File: src/hdl/rhg_pkg.sv
package rhg_pkg;

  // Configuration register indexes
  localparam int unsigned CfgIdxW = 2;

  typedef enum logic [CfgIdxW-1:0] {
    CFG_SATURATION   = 2'd0,
    CFG_LIGHTNESS    = 2'd1,
    CFG_HUE_STEP     = 2'd2,
    CFG_UPDATE_DELAY = 2'd3
  } cfg_idx_e;

  // Fixed field widths
  localparam int unsigned TimeW  = 32;
  localparam int unsigned DelayW = 16;

  // Colour channel being worked on
  typedef enum logic [1:0] {
    CH_RED   = 2'd0,
    CH_GREEN = 2'd1,
    CH_BLUE  = 2'd2
  } ch_e;

  // Commands from the controller to the datapath
  typedef struct packed {
    logic start;       // request accepted: decide update, advance hue and schedule
    logic load_grey;   // zero saturation: all channels take lightness
    logic mul_q;       // multiply for the high-side value
    logic fin_q;       // finish and saturate the high-side value
    logic calc_p;      // low-side value
    logic ramp_setup;  // hue offset, segment and ramp factor for one channel
    logic ramp_mul;    // span times ramp factor
    logic ramp_fin;    // add, limit and store one channel
    logic load_out;    // copy the colour into the output register
    ch_e  ch;
  } dp_cmd_t;

  // Status from the datapath to the controller
  typedef struct packed {
    logic upd;
    logic sat_zero;
  } dp_status_t;

endpackage

File: src/hdl/rhg_if.sv
interface rhg_in_if;
  logic        valid;
  logic        ready;
  logic [31:0] now_ticks;
  logic        restart;

  modport source (output valid, output now_ticks, output restart, input ready);
  modport sink (input valid, input now_ticks, input restart, output ready);
endinterface

interface rhg_out_if #(
  parameter int unsigned FracBits = 16
);
  logic                valid;
  logic                ready;
  logic [FracBits-1:0] red;
  logic [FracBits-1:0] green;
  logic [FracBits-1:0] blue;
  logic                updated;

  modport source (output valid, output red, output green, output blue, output updated,
                  input ready);
  modport sink (input valid, input red, input green, input blue, input updated,
                output ready);
endinterface

File: src/hdl/rhg_ctrl.sv
module rhg_ctrl (
  input  logic               clk_i,
  input  logic               rst_ni,
  input  logic               in_valid_i,
  output logic               in_ready_o,
  output logic               out_valid_o,
  input  logic               out_ready_i,
  input  rhg_pkg::dp_status_t status_i,
  output rhg_pkg::dp_cmd_t   cmd_o
);

  localparam logic [3:0] S_IDLE  = 4'd0;
  localparam logic [3:0] S_CHECK = 4'd1;
  localparam logic [3:0] S_GREY  = 4'd2;
  localparam logic [3:0] S_QMUL  = 4'd3;
  localparam logic [3:0] S_QFIN  = 4'd4;
  localparam logic [3:0] S_PCALC = 4'd5;
  localparam logic [3:0] S_RSET  = 4'd6;
  localparam logic [3:0] S_RMUL  = 4'd7;
  localparam logic [3:0] S_RFIN  = 4'd8;
  localparam logic [3:0] S_OUT   = 4'd9;

  logic [3:0]  state_q, state_d;
  rhg_pkg::ch_e ch_q, ch_d;
  logic        out_valid_q, out_valid_d;

  assign in_ready_o  = (state_q == S_IDLE);
  assign out_valid_o = out_valid_q;

  // Sequence the conversion one step at a time
  always_comb begin
    state_d = state_q;
    ch_d    = ch_q;
    cmd_o   = '0;
    cmd_o.ch = ch_q;
    case (state_q)
      S_IDLE: begin
        if (in_valid_i) begin
          cmd_o.start = 1'b1;
          state_d     = S_CHECK;
        end
      end
      S_CHECK: begin
        if (!status_i.upd) begin
          state_d = S_OUT;
        end else if (status_i.sat_zero) begin
          state_d = S_GREY;
        end else begin
          state_d = S_QMUL;
        end
      end
      S_GREY: begin
        cmd_o.load_grey = 1'b1;
        state_d         = S_OUT;
      end
      S_QMUL: begin
        cmd_o.mul_q = 1'b1;
        state_d     = S_QFIN;
      end
      S_QFIN: begin
        cmd_o.fin_q = 1'b1;
        state_d     = S_PCALC;
      end
      S_PCALC: begin
        cmd_o.calc_p = 1'b1;
        ch_d         = rhg_pkg::CH_RED;
        state_d      = S_RSET;
      end
      S_RSET: begin
        cmd_o.ramp_setup = 1'b1;
        state_d          = S_RMUL;
      end
      S_RMUL: begin
        cmd_o.ramp_mul = 1'b1;
        state_d        = S_RFIN;
      end
      S_RFIN: begin
        cmd_o.ramp_fin = 1'b1;
        case (ch_q)
          rhg_pkg::CH_RED: begin
            ch_d    = rhg_pkg::CH_GREEN;
            state_d = S_RSET;
          end
          rhg_pkg::CH_GREEN: begin
            ch_d    = rhg_pkg::CH_BLUE;
            state_d = S_RSET;
          end
          default: begin
            state_d = S_OUT;
          end
        endcase
      end
      S_OUT: begin
        // wait for the output register to free up
        if (!out_valid_q || out_ready_i) begin
          cmd_o.load_out = 1'b1;
          state_d        = S_IDLE;
        end
      end
      default: begin
        state_d = S_IDLE;
      end
    endcase
  end

  // Hold the result until the sink takes it
  always_comb begin
    out_valid_d = out_valid_q;
    if (out_valid_q && out_ready_i) begin
      out_valid_d = 1'b0;
    end
    if (cmd_o.load_out) begin
      out_valid_d = 1'b1;
    end
  end

  always_ff @(posedge clk_i or negedge rst_ni) begin
    if (!rst_ni) begin
      state_q     <= S_IDLE;
      ch_q        <= rhg_pkg::CH_RED;
      out_valid_q <= 1'b0;
    end else begin
      state_q     <= state_d;
      ch_q        <= ch_d;
      out_valid_q <= out_valid_d;
    end
  end

endmodule

File: src/hdl/rhg_datapath.sv
module rhg_datapath #(
  parameter int unsigned FracBits = 16,
  parameter int unsigned CfgW     = 16
) (
  input  logic                         clk_i,
  input  logic                         rst_ni,
  input  logic                         cfg_we_i,
  input  logic [rhg_pkg::CfgIdxW-1:0]  cfg_idx_i,
  input  logic [CfgW-1:0]              cfg_data_i,
  input  logic [rhg_pkg::TimeW-1:0]    now_ticks_i,
  input  logic                         restart_i,
  input  rhg_pkg::dp_cmd_t             cmd_i,
  output rhg_pkg::dp_status_t          status_o,
  output logic [FracBits-1:0]          red_o,
  output logic [FracBits-1:0]          green_o,
  output logic [FracBits-1:0]          blue_o,
  output logic                         updated_o
);

  localparam int unsigned F  = FracBits;
  localparam int unsigned FW = F + 3;       // ramp factor width
  localparam int unsigned PW = F + FW;      // product width

  localparam int unsigned OneI    = 1 << F;
  localparam int unsigned ThirdI  = (OneI + 1) / 3;
  localparam int unsigned SixthI  = (OneI + 3) / 6;
  localparam int unsigned TwoThI  = (2 * OneI + 1) / 3;

  localparam logic [F-1:0] FMASK      = F'(OneI - 1);
  localparam logic [F-1:0] FHALF      = F'(OneI >> 1);
  localparam logic [F-1:0] THIRD      = F'(ThirdI);
  localparam logic [F-1:0] SIXTH      = F'(SixthI);
  localparam logic [F-1:0] TWO_THIRDS = F'(TwoThI);
  localparam logic [F-1:0] STEP_RST   = F'(655 & (OneI - 1));

  typedef enum logic [1:0] {
    SEG_RISE = 2'd0,
    SEG_HIGH = 2'd1,
    SEG_FALL = 2'd2,
    SEG_LOW  = 2'd3
  } seg_e;

  // Configuration registers
  logic [F-1:0]                 sat_q, lit_q, step_q;
  logic [rhg_pkg::DelayW-1:0]   delay_q;

  always_ff @(posedge clk_i or negedge rst_ni) begin
    if (!rst_ni) begin
      sat_q   <= FMASK;
      lit_q   <= FHALF;
      step_q  <= STEP_RST;
      delay_q <= '0;
    end else if (cfg_we_i) begin
      case (rhg_pkg::cfg_idx_e'(cfg_idx_i))
        rhg_pkg::CFG_SATURATION:   sat_q   <= cfg_data_i[F-1:0];
        rhg_pkg::CFG_LIGHTNESS:    lit_q   <= cfg_data_i[F-1:0];
        rhg_pkg::CFG_HUE_STEP:     step_q  <= cfg_data_i[F-1:0];
        rhg_pkg::CFG_UPDATE_DELAY: delay_q <= cfg_data_i[rhg_pkg::DelayW-1:0];
        default: ;
      endcase
    end
  end

  // Update decision and schedule at request acceptance
  logic [rhg_pkg::TimeW:0]   sched_sum;
  logic [rhg_pkg::TimeW-1:0] sched_next;
  logic                      upd_now;

  assign sched_sum  = {1'b0, now_ticks_i} + {{(rhg_pkg::TimeW + 1 - rhg_pkg::DelayW){1'b0}}, delay_q};
  assign sched_next = sched_sum[rhg_pkg::TimeW] ? '1 : sched_sum[rhg_pkg::TimeW-1:0];

  logic [F-1:0]              hue_q, h_q;
  logic [rhg_pkg::TimeW-1:0] next_q;
  logic                      force_q, upd_q;

  always_ff @(posedge clk_i or negedge rst_ni) begin
    if (!rst_ni) begin
      hue_q   <= '0;
      next_q  <= '0;
      force_q <= 1'b1;
      upd_q   <= 1'b0;
    end else if (cmd_i.start) begin
      upd_q <= upd_now;
      if (upd_now) begin
        hue_q   <= hue_q + step_q;
        next_q  <= sched_next;
        force_q <= 1'b0;
      end
    end
  end

  assign upd_now = restart_i || force_q || (now_ticks_i >= next_q);

  // Hue used by this conversion, taken before the advance
  always_ff @(posedge clk_i) begin
    if (cmd_i.start) begin
      h_q <= hue_q;
    end
  end

  assign status_o.upd      = upd_q;
  assign status_o.sat_zero = (sat_q == '0);

  // Shared multiplier
  logic [F-1:0]  mul_a;
  logic [FW-1:0] mul_b;
  logic [PW-1:0] prod_q;
  logic [FW-1:0] prod_hi;
  logic          lt_half;

  logic [F-1:0]  span_q;
  logic [FW-1:0] fact_q;
  seg_e          seg_q;

  assign lt_half = (lit_q < FHALF);
  assign prod_hi = prod_q[PW-1:F];

  always_comb begin
    mul_a = span_q;
    mul_b = fact_q;
    if (cmd_i.mul_q) begin
      mul_a = lit_q;
      mul_b = lt_half ? FW'({1'b1, sat_q}) : FW'(sat_q);
    end
  end

  always_ff @(posedge clk_i) begin
    if (cmd_i.mul_q || cmd_i.ramp_mul) begin
      prod_q <= PW'(mul_a) * PW'(mul_b);
    end
  end

  // High-side value, saturated to just below one
  logic [F+1:0] q_sum;
  logic [F-1:0] q_q, p_q;

  always_comb begin
    if (lt_half) begin
      q_sum = prod_hi[F+1:0];
    end else begin
      q_sum = {2'b00, lit_q} + {2'b00, sat_q} - prod_hi[F+1:0];
    end
  end

  // Low-side value, clamped to the range zero to q
  logic [F:0] two_l, p_diff;

  assign two_l  = {lit_q, 1'b0};
  assign p_diff = (two_l >= {1'b0, q_q}) ? (two_l - {1'b0, q_q}) : '0;

  always_ff @(posedge clk_i) begin
    if (cmd_i.fin_q) begin
      q_q <= (q_sum > {2'b00, FMASK}) ? FMASK : q_sum[F-1:0];
    end
    if (cmd_i.calc_p) begin
      p_q <= (p_diff > {1'b0, q_q}) ? q_q : p_diff[F-1:0];
    end
  end

  // Ramp set-up: hue offset, segment and factor
  logic [F-1:0]  t_sel, base;
  logic [FW-1:0] fact_d;
  seg_e          seg_d;

  always_comb begin
    case (cmd_i.ch)
      rhg_pkg::CH_RED:   t_sel = h_q + THIRD;
      rhg_pkg::CH_GREEN: t_sel = h_q;
      default:           t_sel = h_q - THIRD;
    endcase
    if (t_sel < SIXTH) begin
      seg_d = SEG_RISE;
    end else if (t_sel < FHALF) begin
      seg_d = SEG_HIGH;
    end else if (t_sel < TWO_THIRDS) begin
      seg_d = SEG_FALL;
    end else begin
      seg_d = SEG_LOW;
    end
    base   = (seg_d == SEG_RISE) ? t_sel : (TWO_THIRDS - t_sel);
    fact_d = (FW'(base) << 2) + (FW'(base) << 1);
  end

  always_ff @(posedge clk_i) begin
    if (cmd_i.ramp_setup) begin
      span_q <= q_q - p_q;
      fact_q <= fact_d;
      seg_q  <= seg_d;
    end
  end

  // Ramp finish: add to the low side and limit to q; flat segments take q or p
  logic [FW:0]   ramp_v;
  logic [F-1:0]  chan_d;

  assign ramp_v = {1'b0, FW'(p_q)} + {1'b0, prod_hi};

  always_comb begin
    case (seg_q)
      SEG_HIGH: chan_d = q_q;
      SEG_LOW:  chan_d = p_q;
      default:  chan_d = (ramp_v > {{(FW + 1 - F){1'b0}}, q_q}) ? q_q : ramp_v[F-1:0];
    endcase
  end

  // Colour state
  logic [F-1:0] red_q, green_q, blue_q;

  always_ff @(posedge clk_i or negedge rst_ni) begin
    if (!rst_ni) begin
      red_q   <= FMASK;
      green_q <= '0;
      blue_q  <= '0;
    end else if (cmd_i.load_grey) begin
      red_q   <= lit_q;
      green_q <= lit_q;
      blue_q  <= lit_q;
    end else if (cmd_i.ramp_fin) begin
      case (cmd_i.ch)
        rhg_pkg::CH_RED:   red_q   <= chan_d;
        rhg_pkg::CH_GREEN: green_q <= chan_d;
        default:           blue_q  <= chan_d;
      endcase
    end
  end

  // Output register
  always_ff @(posedge clk_i) begin
    if (cmd_i.load_out) begin
      red_o     <= red_q;
      green_o   <= green_q;
      blue_o    <= blue_q;
      updated_o <= upd_q;
    end
  end

endmodule

File: src/hdl/rainbow_hsl_to_rgb_generator_unit.sv
// Channel   Role     Payload
// in_if     sink     now_ticks (32), restart (1)
// out_if    source   red, green, blue (FracBits each), updated (1)
// cfg       write    cfg_we_i, cfg_idx_i (2), cfg_data_i (max of FracBits and 16)
//
// A recompute uses one shared multiplier, once for the high-side value and once
// per channel, three steps each. Zero saturation and an item without a
// recompute do not use the multiplier.
// Reset is asynchronous and active low; no clearing pass is needed.
// A new request is taken while a finished result waits; the next result then
// holds in the controller until the output register frees up.
module rainbow_hsl_to_rgb_generator_unit #(
  parameter int unsigned FracBits = 16
) (
  input  logic                        clk_i,
  input  logic                        rst_ni,
  input  logic                        cfg_we_i,
  input  logic [rhg_pkg::CfgIdxW-1:0] cfg_idx_i,
  input  logic [((FracBits > 16) ? FracBits : 16)-1:0] cfg_data_i,
  rhg_in_if.sink                      in_if,
  rhg_out_if.source                   out_if
);

  localparam int unsigned CfgW = (FracBits > 16) ? FracBits : 16;

  rhg_pkg::dp_cmd_t    cmd;
  rhg_pkg::dp_status_t status;
  logic                in_ready;
  logic                out_valid;

  assign in_if.ready  = in_ready;
  assign out_if.valid = out_valid;

  // Sequence the steps
  rhg_ctrl u_ctrl (
    .clk_i      (clk_i),
    .rst_ni     (rst_ni),
    .in_valid_i (in_if.valid),
    .in_ready_o (in_ready),
    .out_valid_o(out_valid),
    .out_ready_i(out_if.ready),
    .status_i   (status),
    .cmd_o      (cmd)
  );

  // Hold state, configuration and arithmetic
  rhg_datapath #(
    .FracBits(FracBits),
    .CfgW    (CfgW)
  ) u_datapath (
    .clk_i      (clk_i),
    .rst_ni     (rst_ni),
    .cfg_we_i   (cfg_we_i),
    .cfg_idx_i  (cfg_idx_i),
    .cfg_data_i (cfg_data_i),
    .now_ticks_i(in_if.now_ticks),
    .restart_i  (in_if.restart),
    .cmd_i      (cmd),
    .status_o   (status),
    .red_o      (out_if.red),
    .green_o    (out_if.green),
    .blue_o     (out_if.blue),
    .updated_o  (out_if.updated)
  );

endmodule

File: src/flat_wrapper.sv
// flat-port wrapper written by rule: the top's interface ports become plain ports
module rainbow_hsl_to_rgb_generator_unit_flat 
#(
  parameter int unsigned FracBits = 16
)
  (clk_i, rst_ni, cfg_we_i, cfg_idx_i, cfg_data_i, in_if_valid, in_if_now_ticks, in_if_restart, in_if_ready, out_if_valid, out_if_red, out_if_green, out_if_blue, out_if_updated, out_if_ready);
  rhg_in_if in_if_i ();
  rhg_out_if #(.FracBits(FracBits)) out_if_i ();
  input  logic clk_i;
  input  logic rst_ni;
  input  logic cfg_we_i;
  input  logic [rhg_pkg::CfgIdxW-1:0] cfg_idx_i;
  input  logic [((FracBits > 16) ? FracBits : 16)-1:0] cfg_data_i;
  input wire logic [$bits(in_if_i.valid)-1:0] in_if_valid;
  input wire logic [$bits(in_if_i.now_ticks)-1:0] in_if_now_ticks;
  input wire logic [$bits(in_if_i.restart)-1:0] in_if_restart;
  output wire logic [$bits(in_if_i.ready)-1:0] in_if_ready;
  output wire logic [$bits(out_if_i.valid)-1:0] out_if_valid;
  output wire logic [$bits(out_if_i.red)-1:0] out_if_red;
  output wire logic [$bits(out_if_i.green)-1:0] out_if_green;
  output wire logic [$bits(out_if_i.blue)-1:0] out_if_blue;
  output wire logic [$bits(out_if_i.updated)-1:0] out_if_updated;
  input wire logic [$bits(out_if_i.ready)-1:0] out_if_ready;
  assign in_if_i.valid = in_if_valid;
  assign in_if_i.now_ticks = in_if_now_ticks;
  assign in_if_i.restart = in_if_restart;
  assign in_if_ready = in_if_i.ready;
  assign out_if_valid = out_if_i.valid;
  assign out_if_red = out_if_i.red;
  assign out_if_green = out_if_i.green;
  assign out_if_blue = out_if_i.blue;
  assign out_if_updated = out_if_i.updated;
  assign out_if_i.ready = out_if_ready;
  rainbow_hsl_to_rgb_generator_unit #(.FracBits(FracBits)) u_core (.clk_i(clk_i), .rst_ni(rst_ni), .cfg_we_i(cfg_we_i), .cfg_idx_i(cfg_idx_i), .cfg_data_i(cfg_data_i), .in_if(in_if_i), .out_if(out_if_i));
endmodule
File: config.mk
export PLATFORM = sky130hd
export DESIGN_NAME = rainbow_hsl_to_rgb_generator_unit_flat
export DESIGN_NICKNAME = d
export VERILOG_FILES = /design/src/hdl/rhg_pkg.sv /design/src/hdl/rhg_if.sv /design/src/hdl/rhg_ctrl.sv /design/src/hdl/rhg_datapath.sv /design/src/hdl/rainbow_hsl_to_rgb_generator_unit.sv /design/src/flat_wrapper.sv
export SDC_FILE = /design/constraint.sdc
export NUM_CORES = 2
export LEC_CHECK = 0
export BUFFER_PORTS_ARGS = -buffer_cell sky130_fd_sc_hd__buf_4
export CORE_MARGIN = 8
export CORE_UTILIZATION = 52
export CTS_BUF_LIST = sky130_fd_sc_hd__clkbuf_16
export CTS_CLUSTER_SIZE = 20
export DETAILED_ROUTE_END_ITERATION = 8
export GPL_ROUTABILITY_DRIVEN = 0
export PLACE_DENSITY = 0.8
export SLEW_MARGIN = 0
export SYNTH_ARGS = -nofsm -noshare
export SYNTH_HDL_FRONTEND = slang
export SYNTH_SLANG_ARGS = --single-unit
File: constraint.sdc
create_clock -name clk_i -period 25.7 [get_ports clk_i]
set_input_delay 1.285 -clock clk_i [delete_from_list [all_inputs] [get_ports clk_i]]
set_output_delay 1.285 -clock clk_i [all_outputs]
set_load 0.01 [all_outputs]
==> summary.md <==
| Metric | Value |
|---|---|
| Status | `complete, no violations` |
| Gr ovfl total | `0` |
| CTS Buf Count | `31` |
| Final Setup Violations | `0` |
| CTS clk-pin slew, worst paths | `0.07 ns` |
| Largest regs | `u_core.u_datapath.next_q x32, u_core.u_datapath.prod_q x19, u_core.u_datapath.fact_q x18` |
| Post-Syn Instances | `3242` |
| Largest net degree at the start of global routing | `91` |
| Met3 Usage GRT | `0.0528` |
| Worst hold slack | `0.443 ns` |
| Reg2reg path depth | `27` |
| CP Capture Type | `flop` |
| Total clock sinks | `321` |
| Detail Route Antenna Nets | `0` |
| Hold buffers post-CTS | `0` |
| H-tree lvl count | `1` |
| Vias/cell | `5.88` |
| Drt pass-1 iters | `7` |
| Vias after detailed routing | `24200` |
| Worst path required time | `26.05 ns` |
| Syn-to-layout area delta | `8.93%` |
| F_max | `0.109 GHz` |
| Max-cap violations | `0` |
| Placed insts | `4050` |
| Avg Cell Area, Syn | `9.38 um2` |
| Synth Area in Simple Gates | `0.139` |
| Nets | `3922` |
| ANT cells | `0` |
| Worst r2r dst | `u_core.u_datapath.prod_q[34]$_DFFE_PP_` |
| Layout cells sized above 1 | `0.0966` |
| Main synth FF type | `edfxtp_1` |
| Post-CTS Setup Inserts | `0` |
| Die ar. | `66500 um2` |
| Initial antenna violation count | `2` |
| CTS root buf | `clkbuf_16` |
| CTS tree | `yes` |
| Gr usage total | `0.241` |
| Met1 usage | `0.320` |
| Final TNS setup | `0 ns` |
| Met2 usage | `0.389` |
| Crit share post-route | `0.359` |
| Slew margin rel. | `0.226` |
| PostCTS Resize Cnt | `0` |
| CTS max path bufs | `3` |
| WL final | `81.9 mm` |
| Compound-gate portion of the synthesized area | `0.135` |
| Critical path class | `reg2reg` |
| EDFF count, synth | `152` |
| FF+latch count, synth | `321` |
| Post-synth ARST share | `0.526` |
| Residual DRC count | `0` |
| Reg with most FFs | `u_core.u_datapath.next_q` |
| Fin. max-slew vios | `0` |
| Yosys warnings | `0` |
| Fin Clk Skew | `0.0203 ns` |
| Most used routing layer | `met2` |
| HPWL after DPL | `64.1 mm` |
| First-pass GRT wire length | `129 mm` |
| Reg2reg setup slack | `16.48 ns` |
| RSZ-0062 raised after global routing | `false` |
| Synth Area in XOR/XNOR | `0.0360` |
| Seq/Total Area, Yosys | `0.291` |
| Vias in the first global route | `23800` |
| Worst slew pin tran | `1.15 ns` |
| Mux contribution to synthesized area | `0.0372` |
| Tmin final | `9.22 ns` |
| Worst hold path stage count | `0` |
| Port-buffer cells | `106` |
| Hold Path Class | `reg2reg` |
| Initial Util | `0.526` |
| Layout Cells excl Fill | `4108` |
| Largest register FFs | `32` |
| Worst Path Arrival | `9.57 ns` |
| Largest family of logic cells by synthesized area | `adder cells` |
| Initial drt markers | `3054` |
| Hold Vio Cnt, Final | `0` |
| Cell row count | `88` |
| Clk Latency, worst-skew pair | `0.61 ns` |
| Most frequent cells in the layout | `inv_1, nand2_1, ha_1` |
| Capture point of the worst path | `u_core.u_datapath.prod_q[34]$_DFFE_PP_` |
| Most common cell after layout, fill and taps aside | `inv_1` |
| Mapped cell area | `30400 um2` |
| Mapped Nets | `3846` |
| Critical Path Fanout Max | `59` |
| FF-to-FF Start | `u_core.u_ctrl.state_q[0]$_DFFE_PN0P_` |
| CP Launch Type | `flop` |
| Synth unique cells | `84` |
| Core ar. | `57800 um2` |
| Routed len/inst | `19.9 um` |
| # IOs | `107` |
| Die Y | `258 um` |
| Crit path launch | `u_core.u_ctrl.state_q[0]$_DFFE_PN0P_` |
| Die X-Extent | `258 um` |
| Adder-Cell Fraction of Synth Area | `0.290` |
-- worst max-delay path, cell delays in order (launching register included) --
cell      delay (ns)
dfrtp_1         0.64
nor2b_1         0.29
nand3b_1        0.13
buf_4           0.33
o21ai_0         0.96
nand2_1         0.18
fa_1            0.55
fa_1            0.55
inv_1           0.07
fa_1            0.51
fa_1            0.53
fa_1            0.55
inv_1           0.06
fa_1            0.54
inv_1           0.04
ha_1            0.30
a21o_1          0.21
a21o_1          0.18
a21oi_1         0.18
o21bai_1        0.09
a21oi_1         0.27
a211oi_1        0.16
or2_1           0.30
a221o_1         0.38
a2111o_1        0.45
a31o_2          0.26
a21oi_1         0.17
xnor2_1         0.08
-- through the flow --
stage / area, um2 / setup slack, ns / utilization
floorplan: 30400 / 17.15 / -
global placement: 32100 / 16.69 / 0.556
detailed placement: 32100 / 16.54 / 0.556
CTS: 33100 / 16.52 / 0.573
global route: 33100 / 15.87 / 0.573
finish: 33100 / 16.48 / 0.573
-- synth_stat cells (45+ instances only) --
master | count | share of area
mux2_2 | 60 | 0.022
fa_1 | 258 | 0.17
inv_1 | 480 | 0.059
nand2_1 | 377 | 0.047
ha_1 | 290 | 0.12
o21ai_0 | 165 | 0.027
dfrtp_1 | 129 | 0.11
nor2b_1 | 50 | 0.010
a21oi_1 | 151 | 0.025
nor2_1 | 219 | 0.027
a21o_1 | 79 | 0.019
edfxtp_1 | 152 | 0.15
clkbuf_1 | 94 | 0.012
xnor2_1 | 85 | 0.024
nor3_1 | 45 | 0.0074
-- worst min-delay path by stage --
stage / from / endpoint / slack [ns]
after floorplan: u_core.u_datapath.blue_q[10]$_DFFE_PN0P_ / u_core.u_datapath.blue_o[10]$_DFFE_PP_ / 0.42
after global placement: u_core.u_datapath.blue_q[10]$_DFFE_PN0P_ / u_core.u_datapath.blue_o[10]$_DFFE_PP_ / 0.43
after detailed placement: u_core.u_datapath.green_q[10]$_DFFE_PN0P_ / u_core.u_datapath.green_o[10]$_DFFE_PP_ / 0.43
after CTS: u_core.u_datapath.green_q[10]$_DFFE_PN0P_ / u_core.u_datapath.green_o[10]$_DFFE_PP_ / 0.45
after global routing: u_core.u_datapath.blue_q[13]$_DFFE_PN0P_ / u_core.u_datapath.blue_o[13]$_DFFE_PP_ / 0.45
final: u_core.u_datapath.green_q[10]$_DFFE_PN0P_ / u_core.u_datapath.green_o[10]$_DFFE_PP_ / 0.44
-- routing by layer --
| layer | routed length [um] | up-vias |
|---|---|---|
| met5 | 13 | - |
| met4 | 3140 | 2 |
| met3 | 8750 | 230 |
| met2 | 37600 | 1250 |
| met1 | 32400 | 11600 |
| li1 | - | 11100 |
-- final cells by class --
cell class                 instances  area (um2)
tap                              765         957
sequential                       321        8840
fill                            4862       24700
clock inverter                    27         234
timing repair buffer             146        1100
multi-input combinational       2337       19400
inverter                         481        1810
clock buffer                      31         776
-- kinds of logic after synthesis --
group                    after synthesis
multiplexers                         105
flip-flops                           321
adder cells (fa/ha/maj)              550
XOR/XNOR                             124
AND/OR/NAND/NOR                      921
AO/OA/AOI/OAI                        637
buffers and inverters                584
Power is left out: the tool's default activity adds up to more than one toggle a clock period on the data nets, which glitch-free logic cannot reach.
